===== config.mk =====
export PLATFORM = sky130hd
export DESIGN_NAME = sliding_window_sender_fast_retransmit_flat
export DESIGN_NICKNAME = d
export VERILOG_FILES = /design/src/hdl/swsf_pkg.sv /design/src/hdl/swsf_if.sv /design/src/hdl/swsf_core.sv /design/src/hdl/sliding_window_sender_fast_retransmit.sv /design/src/flat_wrapper.sv
export SDC_FILE = /design/constraint.sdc
export NUM_CORES = 1
export LEC_CHECK = 0
export BUFFER_PORTS_ARGS = -buffer_cell sky130_fd_sc_hd__buf_2
export CORE_ASPECT_RATIO = 0.6
export CORE_UTILIZATION = 47
export CTS_CLUSTER_SIZE = 16
export DETAILED_ROUTE_END_ITERATION = 7
export GPL_TIMING_DRIVEN = 0
export PLACE_DENSITY = 0.7
export REMOVE_ABC_BUFFERS = 1
export SLEW_MARGIN = 20
export SYNTH_ARGS = -nofsm -noshare
export SYNTH_HDL_FRONTEND = slang
export SYNTH_SLANG_ARGS = --single-unit

===== constraint.sdc =====
create_clock -name i_clk -period 6.6 [get_ports i_clk]
set_clock_uncertainty 0.2 [all_clocks]
set_input_delay 0.66 -clock i_clk [delete_from_list [all_inputs] [get_ports i_clk]]
set_output_delay 0.66 -clock i_clk [all_outputs]
set_load 0.1 [all_outputs]

===== src/hdl/swsf_pkg.sv =====
// ----------------------------------------------------------------------------
// swsf_pkg
// Shared types and constants of the sliding-window sender with fast
// retransmit.
// ----------------------------------------------------------------------------
`default_nettype none

package swsf_pkg;

    localparam int unsigned SEQ_W          = 32;
    localparam int unsigned WIN_REG_W      = 4;
    localparam int unsigned DUP_W          = 3;
    localparam int unsigned WINDOW_MAX_DEF = 8;

    localparam logic [SEQ_W-1:0]     SEQ_RESET     = 32'd1;
    localparam logic [WIN_REG_W-1:0] WINDOW_RESET  = 4'd4;
    localparam logic [DUP_W-1:0]     DUP_THRESHOLD = 3'd4;

    typedef enum logic [1:0] {
        OP_SEND    = 2'd0,
        OP_ACK     = 2'd1,
        OP_TIMEOUT = 2'd2,
        OP_NOP     = 2'd3
    } t_opcode;

    typedef enum logic [1:0] {
        TIMER_NONE    = 2'd0,
        TIMER_STOP    = 2'd1,
        TIMER_START   = 2'd2,
        TIMER_RESTART = 2'd3
    } t_timer_act;

    typedef struct packed {
        t_opcode          opcode;
        logic [SEQ_W-1:0] ack_number;
        logic             ack_checksum_ok;
    } t_item;

    typedef struct packed {
        logic             accepted;
        logic             transmit_valid;
        logic [SEQ_W-1:0] transmit_seq;
        t_timer_act       timer_action;
        logic [SEQ_W-1:0] timer_seq;
        logic             window_full;
    } t_result;

endpackage

`default_nettype wire


===== src/hdl/swsf_if.sv =====
// ----------------------------------------------------------------------------
// swsf_if
// Valid/ready channels: request items in, result items out.
// ----------------------------------------------------------------------------
`default_nettype none

interface swsf_req_if;
    logic        valid;
    logic        ready;
    logic [1:0]  opcode;
    logic [31:0] ack_number;
    logic        ack_checksum_ok;

    modport source (output valid, output opcode, output ack_number,
                    output ack_checksum_ok, input ready);
    modport sink   (input valid, input opcode, input ack_number,
                    input ack_checksum_ok, output ready);
endinterface

interface swsf_rsp_if;
    logic        valid;
    logic        ready;
    logic        accepted;
    logic        transmit_valid;
    logic [31:0] transmit_seq;
    logic [1:0]  timer_action;
    logic [31:0] timer_seq;
    logic        window_full;

    modport source (output valid, output accepted, output transmit_valid,
                    output transmit_seq, output timer_action, output timer_seq,
                    output window_full, input ready);
    modport sink   (input valid, input accepted, input transmit_valid,
                    input transmit_seq, input timer_action, input timer_seq,
                    input window_full, output ready);
endinterface

`default_nettype wire


===== src/hdl/swsf_core.sv =====
// ----------------------------------------------------------------------------
// swsf_core
// Window pointers, in-flight count and duplicate-ack counter, with the
// combinational decision logic for send, ack and timeout transactions.
// ----------------------------------------------------------------------------
`default_nettype none

module swsf_core
    import swsf_pkg::*;
#(
    parameter int unsigned WINDOW_MAX = WINDOW_MAX_DEF
) (
    input  wire logic                 i_clk,
    input  wire logic                 i_rst_n,
    input  wire logic                 i_fire,
    input  wire t_item                i_item,
    input  wire logic [WIN_REG_W-1:0] i_window_size,
    output t_result                   o_result
);

    localparam int unsigned FW = $clog2(WINDOW_MAX + 1);
    localparam int unsigned CW = (FW > WIN_REG_W) ? FW : WIN_REG_W;

    logic [SEQ_W-1:0] r_base, n_base;
    logic [SEQ_W-1:0] r_next, n_next;
    logic [FW-1:0]    r_flight, n_flight;
    logic [DUP_W-1:0] r_dup, n_dup;

    logic [CW-1:0]    win_ext;
    logic [CW-1:0]    eff_win;
    logic [SEQ_W-1:0] ack_dist;
    logic             dist_in_window;
    logic [DUP_W-1:0] dup_inc;

    assign win_ext = CW'(i_window_size);
    assign eff_win = (win_ext > CW'(WINDOW_MAX)) ? CW'(WINDOW_MAX) : win_ext;

    // modular distance of the ack above base, in-flight count is always small
    assign ack_dist       = i_item.ack_number - r_base;
    assign dist_in_window = ((ack_dist >> FW) == '0) && (ack_dist[FW-1:0] <= r_flight);
    assign dup_inc        = r_dup + 1'b1;

    always_comb begin
        n_base   = r_base;
        n_next   = r_next;
        n_flight = r_flight;
        n_dup    = r_dup;
        o_result = '0;

        case (i_item.opcode)
            OP_SEND: begin
                if (CW'(r_flight) < eff_win) begin
                    o_result.accepted       = 1'b1;
                    o_result.transmit_valid = 1'b1;
                    o_result.transmit_seq   = r_next;
                    if (r_flight == '0) begin
                        o_result.timer_action = TIMER_START;
                        o_result.timer_seq    = r_next;
                    end
                    n_next   = r_next + 1'b1;
                    n_flight = r_flight + 1'b1;
                end
            end
            OP_ACK: begin
                if (i_item.ack_checksum_ok && (r_flight != '0)) begin
                    if (ack_dist == '0) begin
                        n_dup = dup_inc;
                        if (dup_inc >= DUP_THRESHOLD) begin
                            o_result.transmit_valid = 1'b1;
                            o_result.transmit_seq   = r_base;
                            o_result.timer_action   = TIMER_RESTART;
                            o_result.timer_seq      = r_base;
                            n_dup                   = '0;
                        end
                    end else if (dist_in_window) begin
                        n_base   = i_item.ack_number;
                        n_dup    = DUP_W'(1);
                        n_flight = r_flight - ack_dist[FW-1:0];
                        if (n_flight == '0) begin
                            o_result.timer_action = TIMER_STOP;
                            o_result.timer_seq    = r_base;
                        end else begin
                            o_result.timer_action = TIMER_RESTART;
                            o_result.timer_seq    = i_item.ack_number;
                        end
                    end
                end
            end
            OP_TIMEOUT: begin
                if (r_flight != '0) begin
                    o_result.transmit_valid = 1'b1;
                    o_result.transmit_seq   = r_base;
                    o_result.timer_action   = TIMER_RESTART;
                    o_result.timer_seq      = r_base;
                end
            end
            default: begin
            end
        endcase

        o_result.window_full = (CW'(n_flight) >= eff_win);
    end

    always_ff @(posedge i_clk) begin
        if (!i_rst_n) begin
            r_base   <= SEQ_RESET;
            r_next   <= SEQ_RESET;
            r_flight <= '0;
            r_dup    <= '0;
        end else if (i_fire) begin
            r_base   <= n_base;
            r_next   <= n_next;
            r_flight <= n_flight;
            r_dup    <= n_dup;
        end
    end

endmodule

`default_nettype wire


===== src/hdl/sliding_window_sender_fast_retransmit.sv =====
// result: registered, valid in the cycle after its request transaction is taken
// throughput: one request per cycle, the output register frees in the same
// cycle it is read, so ready only drops while a result waits unread
// reset: synchronous active low, pointers go to 1, counters to 0, window to 4
// no clearing pass after reset, the block takes requests in the next cycle
// ----------------------------------------------------------------------------
// sliding_window_sender_fast_retransmit
// Top level: APB window register, request handshake, result register.
// ----------------------------------------------------------------------------
`default_nettype none

module sliding_window_sender_fast_retransmit
    import swsf_pkg::*;
#(
    parameter int unsigned WINDOW_MAX = WINDOW_MAX_DEF
) (
    input  wire logic        i_clk,
    input  wire logic        i_rst_n,
    swsf_req_if.sink         i_req,
    swsf_rsp_if.source       o_rsp,
    input  wire logic        psel,
    input  wire logic        penable,
    input  wire logic        pwrite,
    input  wire logic [1:0]  paddr,
    input  wire logic [31:0] pwdata,
    output logic [31:0]      prdata,
    output logic             pready
);

    localparam logic [1:0] ADDR_WINDOW_SIZE = 2'd0;

    logic [WIN_REG_W-1:0] r_window_size;
    logic                 r_out_valid;
    t_result              r_result;

    t_item   item;
    t_result result;
    logic    fire;

    assign pready = 1'b1;
    assign prdata = (paddr == ADDR_WINDOW_SIZE) ? 32'(r_window_size) : '0;

    always_ff @(posedge i_clk) begin
        if (!i_rst_n) begin
            r_window_size <= WINDOW_RESET;
        end else if (psel && penable && pwrite && (paddr == ADDR_WINDOW_SIZE)) begin
            r_window_size <= pwdata[WIN_REG_W-1:0];
        end
    end

    assign i_req.ready = !r_out_valid || o_rsp.ready;
    assign fire        = i_req.valid && i_req.ready;

    assign item.opcode          = t_opcode'(i_req.opcode);
    assign item.ack_number      = i_req.ack_number;
    assign item.ack_checksum_ok = i_req.ack_checksum_ok;

    swsf_core #(
        .WINDOW_MAX (WINDOW_MAX)
    ) u_core (
        .i_clk         (i_clk),
        .i_rst_n       (i_rst_n),
        .i_fire        (fire),
        .i_item        (item),
        .i_window_size (r_window_size),
        .o_result      (result)
    );

    always_ff @(posedge i_clk) begin
        if (!i_rst_n) begin
            r_out_valid <= 1'b0;
        end else if (fire) begin
            r_out_valid <= 1'b1;
        end else if (o_rsp.ready) begin
            r_out_valid <= 1'b0;
        end
    end

    always_ff @(posedge i_clk) begin
        if (fire) begin
            r_result <= result;
        end
    end

    assign o_rsp.valid          = r_out_valid;
    assign o_rsp.accepted       = r_result.accepted;
    assign o_rsp.transmit_valid = r_result.transmit_valid;
    assign o_rsp.transmit_seq   = r_result.transmit_seq;
    assign o_rsp.timer_action   = r_result.timer_action;
    assign o_rsp.timer_seq      = r_result.timer_seq;
    assign o_rsp.window_full    = r_result.window_full;

endmodule

`default_nettype wire


===== src/flat_wrapper.sv =====
// flat-port wrapper written by rule: the top's interface ports become plain ports
module sliding_window_sender_fast_retransmit_flat import swsf_pkg::*;
#(
    parameter int unsigned WINDOW_MAX = WINDOW_MAX_DEF
)
  (i_clk, i_rst_n, psel, penable, pwrite, paddr, pwdata, prdata, pready, i_req_valid, i_req_opcode, i_req_ack_number, i_req_ack_checksum_ok, i_req_ready, o_rsp_valid, o_rsp_accepted, o_rsp_transmit_valid, o_rsp_transmit_seq, o_rsp_timer_action, o_rsp_timer_seq, o_rsp_window_full, o_rsp_ready);
  swsf_req_if i_req_i ();
  swsf_rsp_if o_rsp_i ();
  input  wire logic i_clk;
  input  wire logic i_rst_n;
  input  wire logic psel;
  input  wire logic penable;
  input  wire logic pwrite;
  input  wire logic [1:0] paddr;
  input  wire logic [31:0] pwdata;
  output logic [31:0] prdata;
  output logic pready;
  input wire logic [$bits(i_req_i.valid)-1:0] i_req_valid;
  input wire logic [$bits(i_req_i.opcode)-1:0] i_req_opcode;
  input wire logic [$bits(i_req_i.ack_number)-1:0] i_req_ack_number;
  input wire logic [$bits(i_req_i.ack_checksum_ok)-1:0] i_req_ack_checksum_ok;
  output wire logic [$bits(i_req_i.ready)-1:0] i_req_ready;
  output wire logic [$bits(o_rsp_i.valid)-1:0] o_rsp_valid;
  output wire logic [$bits(o_rsp_i.accepted)-1:0] o_rsp_accepted;
  output wire logic [$bits(o_rsp_i.transmit_valid)-1:0] o_rsp_transmit_valid;
  output wire logic [$bits(o_rsp_i.transmit_seq)-1:0] o_rsp_transmit_seq;
  output wire logic [$bits(o_rsp_i.timer_action)-1:0] o_rsp_timer_action;
  output wire logic [$bits(o_rsp_i.timer_seq)-1:0] o_rsp_timer_seq;
  output wire logic [$bits(o_rsp_i.window_full)-1:0] o_rsp_window_full;
  input wire logic [$bits(o_rsp_i.ready)-1:0] o_rsp_ready;
  assign i_req_i.valid = i_req_valid;
  assign i_req_i.opcode = i_req_opcode;
  assign i_req_i.ack_number = i_req_ack_number;
  assign i_req_i.ack_checksum_ok = i_req_ack_checksum_ok;
  assign i_req_ready = i_req_i.ready;
  assign o_rsp_valid = o_rsp_i.valid;
  assign o_rsp_accepted = o_rsp_i.accepted;
  assign o_rsp_transmit_valid = o_rsp_i.transmit_valid;
  assign o_rsp_transmit_seq = o_rsp_i.transmit_seq;
  assign o_rsp_timer_action = o_rsp_i.timer_action;
  assign o_rsp_timer_seq = o_rsp_i.timer_seq;
  assign o_rsp_window_full = o_rsp_i.window_full;
  assign o_rsp_i.ready = o_rsp_ready;
  sliding_window_sender_fast_retransmit #(.WINDOW_MAX(WINDOW_MAX)) u_core (.i_clk(i_clk), .i_rst_n(i_rst_n), .i_req(i_req_i), .o_rsp(o_rsp_i), .psel(psel), .penable(penable), .pwrite(pwrite), .paddr(paddr), .pwdata(pwdata), .prdata(prdata), .pready(pready));
endmodule

==> summary.md, run 1 <==
| Metric | Value |
|---|---|
| Post-CTS repair timing setup buffer count | 0 |
| Final Worst Setup Slack | ~1.1 ns |
| Cell area after synthesis | 9150 sq um |
| Cell count after synthesis | around 980 |
| Max-slew headroom | 29.6% |
| Vias per cell | roughly 5.8 |
| Seq/Total Area, Yosys | 39.3% |
| Post-synth EDFFs | ~70 |
| Syn avg cell area | 9.38 sq um |
| CP Class | primary input to register |
| Crit path max-delay family | simple AND/OR/NAND/NOR gates |
| H-tree depth | 4 |
| Critical Path RT | between 6 and 7 ns |
| Ant diodes | 0 |
| Final period utilization | between 80% and 90% |
| Crit path max-delay cell type | or4_4 |
| Post-Synth XOR/XNOR Area | 4.60% |
| Longest Clk Path Bufs | 2 |
| Pre-CTS WS | roughly 0.69 ns |
| # DRC | 0 |
| Critical path peak fanout | 4 |
| Register bit total from synthesis | around 150 |
| Routed len/inst | 17.7 microns |
| Clock transition at path regs | approximately 0.060 ns |
| Worst hold slack | 0.243 ns |
| DR top layer | met4 |
| Status | finished, final reports clean |
| Crit path launch type | primary input |
| Main area contributors after synthesis | edfxtp_1 (23%), dfxtp_1 (17%), ha_1 (6.3%) |
| CTS Buf Count | 17 |
| Setup TNS | 0 ns |
| Io pins | 180 |
| Slew @ Worst Pin | 1.05 ns |
| Pin count of the biggest net entering global routing | between 70 and 80 |
| # nets final | 1,209 |
| Tmin final | 5.53 ns |
| Lkg Pwr | ~4.0 nW |
| Synth Area in Simple Gates | between 10% and 20% |
| Max-Cap Viols | 0 |
| Core ar. | 19,000 sq um |
| Crit end category | register |
| Die Span Y | 110 microns |
| Peak supply drop | 0.000163 V |
| Post-detailed-route count of antenna-violating nets | 0 |
| CTS Root Cell | clkbuf_16 |
| Initial antenna violation count | 0 |
| Remaining Overflow, GRT | 0 |
| DR pass1 iterations | 5 |
| CP peak stage delay | roughly 0.60 ns |
| CTS tree | done |
| Total power | 0.00246 W |
| Input/output buffers | about 120 |
| Layout fillers | 1,733 |
| Vias in the first global route | between 7,000 and 8,000 |
| Hpwl dp | 17.2 mm |
| WP buf/inv | 2 |
| Die W | 182 microns |
| # clock sinks | 145 |
| Fin. max-slew vios | 0 |
| Main combinational cell family by area after synthesis | compound AO/OA/AOI/OAI gates |
| Post-synth top area share | 22.6% |
| Async set-reset flop share out of synthesis | 0% |
| Site Rows | 39 |
| Met1 Wirelength | 12.6 mm |
| Power Density | about 230 nW/um^2 |
| Share of cells above drive strength 1 | 17.0% |
| Layout area overhead | 15.0% |
| # hold bufs at CTS | 0 |
| Complex-gate fraction of the synthesized area | about a fifth |
| Hold WC Path Type | primary input to register |
| Post-synthesis mux area share | roughly 4.5% |
| Detailed Route WL | 23.8 mm |
| Multi-input logic area | ~5100 sq um |
| Met3 routed WL | 1.52 mm |
| RSZ-0062 raised after global routing | no |
| Initial Utilization | 48.1% |
| First-pass GRT wire length | 37.8 mm |
| Yosys top cell by area | edfxtp_1 |
| Met2 Wirelength | 9.29 mm |
| Netlist cell types | 74 |
| Combined flip-flop and latch cell area | 3590 sq um |
| Max frequency | 181 MHz |
| Die Area | 20,000 sq um |
| DR iter-0 viols | 627 |
| RePlAce Congestion | about 0.92 |
| CTS resizes | 0 |
| Core Util, Final | between 50% and 60% |
| Worst Path Arrival | 5.52 ns |
| Commonest cells in the netlist | dfxtp_1 (76), edfxtp_1 (69), nand2_1 (64) |
| Final setup vio count | 0 |
| Endpoints failing hold | 0 |
| Total track usage | 24.3% |
| Crit-path cells | buf_2 -> inv_1 -> ha_1 -> fa_1 -> nor2b_4 -> o31ai_1 -> a21boi_0 -> nor2_1 -> or4_1 -> or4b_1 -> or4b_1 -> or4_4 -> mux2i_1 -> nor2_1 -> ha_1 -> nand2b_1 -> a21oi_1 -> nor2b_1 -> o21ai_0 -> nand2b_1 |
| Vias | 7,744 |
| Post-Synth Adder-Cell Area | 6.73% |
| Dominant synthesized flop cell | dfxtp_1 |
| Warnings from Yosys | 0 |
| Cell with the most instances after synthesis | dfxtp_1 |
| Clk_lat worst skew | 0.44 ns |
## placed cells by master (no fill, tap or decap), types with 6 or more instances in the layout
cell and n:
a211oi_1 6, a21boi_0 11, a21o_1 14, a21oi_1 43, a22o_1 30, a22oi_1 34, and2_1 31, and3_1 6
buf_2 121, clkbuf_16 17, conb_1 29, dfxtp_1 76, edfxtp_1 69, ha_1 46, inv_1 48, mux2i_1 40
nand2_1 64, nand2b_1 12, nand3_1 21, nand4_1 21, nor2_1 46, nor2b_1 43, nor3_1 14, nor4_1 12
o21a_1 9, o21ai_0 37, o21ai_1 38, or3_1 7, xnor2_1 35, xor2_1 13
## final timing paths
path / from / end / slack [ns] / depth (start not counted)
hold / removal: pwdata[2] / u_core.r_window_size[2] / 0.24 / 3
hold reg to reg: u_core.u_core.r_dup[2] / u_core.u_core.r_dup[2] / 0.26 / 2
setup / recovery: i_req_ack_number[0] / u_core.o_rsp.window_full / 1.07 / 20
setup reg to reg: u_core.u_core.r_base[0] / u_core.o_rsp.window_full / 1.11 / 18
## logic make-up (layout without fill, tap and decap cells)
family	after synthesis	in the layout
and+or+nand+nor	306	306
AOI/OAI and AO/OA	268	268
DFF	145	145
buffers and inverters	117	213
adders and majority gates	48	48
xor gates and xnor gates	48	48
muxes	41	41
other	2	29
## per-stage QoR
stage                     area, sq um  cells
after floorplan                  8840    935
after global routing            10500   1344
final                           10500   1344
after CTS                       10500   1344
after detailed placement         9950   1312
after global placement           9760   1303
## report_power, final
part / internal [W] / switching, W / total [W]
clock: 0.000528 / 0.000418 / 0.000946
combinational: 0.000116 / 0.000424 / 0.000540
sequential: 0.000966 / 0.00000993 / 0.000976
## state kept, by name (all words and copies together) (netlist names)
register	count
u_core.o_rsp.timer_action	2
u_core.u_core.r_flight	4
u_core.u_core.r_base	32
u_core.o_rsp.transmit_seq	32
u_core.r_window_size	4
u_core.o_rsp.window_full	1
u_core.o_rsp.valid	1
u_core.o_rsp.accepted	1
u_core.u_core.r_next	32
u_core.u_core.r_dup	3
u_core.o_rsp.timer_seq	32
u_core.o_rsp.transmit_valid	1
## worst reg2reg max path, stage by stage (launching register included)
cell and delay, ns:
dfxtp_1 0.34, ha_1 0.23, fa_1 0.48, nor2b_4 0.18
o31ai_1 0.11, a21boi_0 0.26, nor2_1 0.08, or4_1 0.51
or4b_1 0.54, or4b_1 0.53, or4_4 0.60, mux2i_1 0.24
nor2_1 0.08, ha_1 0.29, nand2b_1 0.14, a21oi_1 0.16
nor2b_1 0.06, o21ai_0 0.14, nand2b_1 0.07
## routing by layer
metal  vias up  global-route usage, %
met1      3678                   37.5
met4         0                   7.50
met5         -                      0
li1       3759                      -
met3        27                   4.47
met2       280                   33.5
## layout make-up
type,instances,area share [%]
Tap cell,246,2.93
Inverter,50,1.83
Clock buffer,17,4.04
Multi-Input combinational cell,740,48.5
Timing Repair Buffer,131,7.15
Sequential cell,145,34.2
Clock inverter,15,1.39
(Power assumes the default switching activity.)
==> run 2, diff against run 1 <==
==> constraint.sdc (replaced) <==
create_clock -name i_clk -period 5.2 [get_ports i_clk]
set_clock_uncertainty 0.2 [all_clocks]
set_input_delay 0.52 -clock i_clk [delete_from_list [all_inputs] [get_ports i_clk]]
set_output_delay 0.52 -clock i_clk [all_outputs]
set_load 0.1 [all_outputs]
==> summary.md, run 2 (same netlist as run 1, synthesis figures left out) <==
| Metric | Value |
|---|---|
| Combined flip-flop and latch cell area | 3590 sq um (about the same) |
| Longest Clk Path Bufs | 2 (unchanged) |
| Final period utilization | 100% |
| Vias | 7,932 (+2.4%) |
| Vias per cell | 5.80 (+0.70%) |
| First-pass GRT wire length | 38.2 mm (+1.1%) |
| CP peak stage delay | 0.39 ns (-0.21 ns) |
| WHS Endpoint | u_core.r_window_size[2] |
| CTS Buf Count | 17 (unchanged) |
| Lkg Pwr | 4.16 nW (+3.5%) |
| Vias in the first global route | 7,117 (+0.68%) |
| Pin count of the biggest net entering global routing | 79 (unchanged) |
| Clk_lat worst skew | 0.44 ns (about the same) |
| DR iter-0 viols | 760 (+21%) |
| Post-detailed-route count of antenna-violating nets | 0 (unchanged) |
| Hpwl dp | 17.2 mm (unchanged) |
| Post-Layout Inst Area | 10,900 sq um (+3.5%) |
| Flop2flop setup slack | -0.01 ns (-1.12 ns) |
| Die Area | 20,000 sq um (unchanged) |
| Total track usage | 24.6% (+0.28 points) |
| Die Span Y | 110 microns (unchanged) |
| Max-Cap Viols | 0 (unchanged) |
| NetSw | 0.00110 W (+29%) |
| Critical path peak fanout | 5 (+1) |
| Layout fillers | 1,702 (-1.8%) |
| Clock Power Share | 38.1% (-0.3 points) |
| Endpoints failing hold | 0 (unchanged) |
| Crit. Startpoint | u_core.u_core.r_base[0] |
| Crit-path most repeated cell | buf_4 |
| Initial Utilization | 48.1% (unchanged) |
| Site Rows | 39 (unchanged) |
| # clock sinks | 145 (unchanged) |
| Worst hold slack | 0.100 ns (-0.142 ns) |
| RePlAce Congestion | 0.917 (unchanged) |
| Critical Path RT | 5.19 ns (-1.40 ns) |
| Peak supply drop | 0.000210 V (+29%) |
| Combinational group share of total power | 22.8% (+0.9 points) |
| Max frequency | 192 MHz |
| Most frequent cells in the layout | buf_2 (121), dfxtp_1 (75), edfxtp_1 (69) |
| Crit path max-delay cell type | fa_2 |
| HP Start | pwdata[2] |
| Final Worst Setup Slack | -0.0145 ns (-1.08 ns) |
| Cell-internal power | 0.00206 W (+28%) |
| Seq pwr share | 39.2% (-0.4 points) |
| DR pass1 iterations | 5 (unchanged) |
| Switching share of total power | 34.8% (+0.15 points) |
| Core Util, Final | 57.2% (+2.0 points) |
| Total power | 0.00316 W (+28%) |
| CTS Root Cell | clkbuf_16 |
| Detailed Route WL | 24.5 mm (+3.1%) |
| # nets final | 1,232 (+1.9%) |
| Worst hold stages | 3 (unchanged) |
| Routed len/inst | 17.9 microns (+1.4%) |
| Remaining Overflow, GRT | 0 (unchanged) |
| Crit end category | register |
| Status | finished with violations |
| Placed cell count | 1,312 (unchanged) |
| Ant diodes | 0 (unchanged) |
| Layout area overhead | 19.0% |
| Filler-free cell count of the finished design | 1,367 (+1.7%) |
| Crit path launch type | register |
| Multi-input logic area | 5280 sq um (+3.6%) |
| FF-to-FF Start | u_core.u_core.r_base[0] |
| Initial antenna violation count | 0 (unchanged) |
| RSZ-0062 raised after global routing | yes |
| Hold WC Path Type | primary input to register |
| # hold bufs at CTS | 0 (unchanged) |
| # DRC | 0 (unchanged) |
| CTS tree | done |
| Violated checks | setup timing |
| Fin. max-slew vios | 0 (unchanged) |
| Die W | 182 microns (unchanged) |
| Input/output buffers | 122 (unchanged) |
| Worst Path Arrival | 5.21 ns (-0.31 ns) |
| Final setup vio count | 1 (+1) |
| Io pins | 180 (unchanged) |
| H-tree depth | 4 (unchanged) |
| CP Class | register to register |
| Core ar. | 19,000 sq um (unchanged) |
| Power Density | 290 nW/um^2 (+24%) |
| Placement Cell Area | 9950 sq um (unchanged) |
| Slew @ Worst Pin | 1.06 ns (+0.0128 ns) |
| Commonest non-fill, non-tap cell in the layout | buf_2 |
| Worst flop-to-flop path endpoint | u_core.o_rsp.window_full |
| R2R cell count | 28 (+10) |
| Max-slew headroom | 28.7% (-0.86 points) |
| Share of cells above drive strength 1 | 21.3% (+4.3 points) |
| Clock transition at path regs | 0.06 ns (about the same) |
| Tmin final | ~5.2 ns |
[run 2: cell count changes in the layout (fill, tap and decap cells not counted), moves of 2 or more]
cell     delta
a21oi_1     -6
a21oi_2     +5
buf_4      +21
ha_1       -11
ha_2        +7
ha_4        +4
o21ai_0     -2
o21ai_1     +2
[run 2: worst max path at each step]
stage,end,cells past startpoint
2_1_floorplan,u_core.u_core.r_next[31],10
3_3_place_gp,u_core.o_rsp.timer_seq[6],12
3_5_place_dp,u_core.o_rsp.window_full,20
4_1_cts,u_core.o_rsp.window_full,18
5_1_grt,u_core.o_rsp.window_full,18
6_report,u_core.o_rsp.window_full,28
[run 2: repair_timing]
item	CTS	global route
pin swaps	4	16
resized for setup	15	27
buffers inserted	12	11
endpoints found under the setup margin	20	59
[run 2: stage by stage]
step                setup WS, ns  setup TNS, ns
global route              -0.104         -0.141
CTS                      0.00142              0
detailed placement        -0.571         -10.25
global placement           -1.88        -118.60
finish                   -0.0145        -0.0145
floorplan                 -0.283          -5.04
[run 2: final cells by class]
class / count / area share, %
Sequential cell: 145 / 33.0
Inverter: 50 / 1.77
Multi-Input combinational cell: 740 / 48.5
Clock inverter: 15 / 1.34
Tap cell: 246 / 2.83
Clock buffer: 17 / 3.91
Timing Repair Buffer: 154 / 8.64
[run 2: power by group through the flow]
stage          sequential, W  clock (W)  combinational, W
3_5_place_dp         0.00126          0          0.000676
3_3_place_gp         0.00127          0          0.000659
4_1_cts              0.00124    0.00122          0.000694
2_1_floorplan        0.00146          0          0.000329
5_1_grt              0.00124    0.00126          0.000761
6_report             0.00124    0.00120          0.000720
[run 2: critical path: cells and delay by family (launching register included)]
family,cells,cell delay (ns)
and+or+nand+nor,9,1.81
DFF,1,0.34
adders and majority gates,3,0.88
buffers and inverters,10,0.99
AOI/OAI and AO/OA,6,0.75
[run 2: metal layers]
metal	track usage, %	vias up	part of all wire, %
met5	0	-	0
li1	-	3800	-
met2	34.3	310	40
met3	4.50	24	6.7
met4	7.32	0	1.3
met1	37.8	3798	52
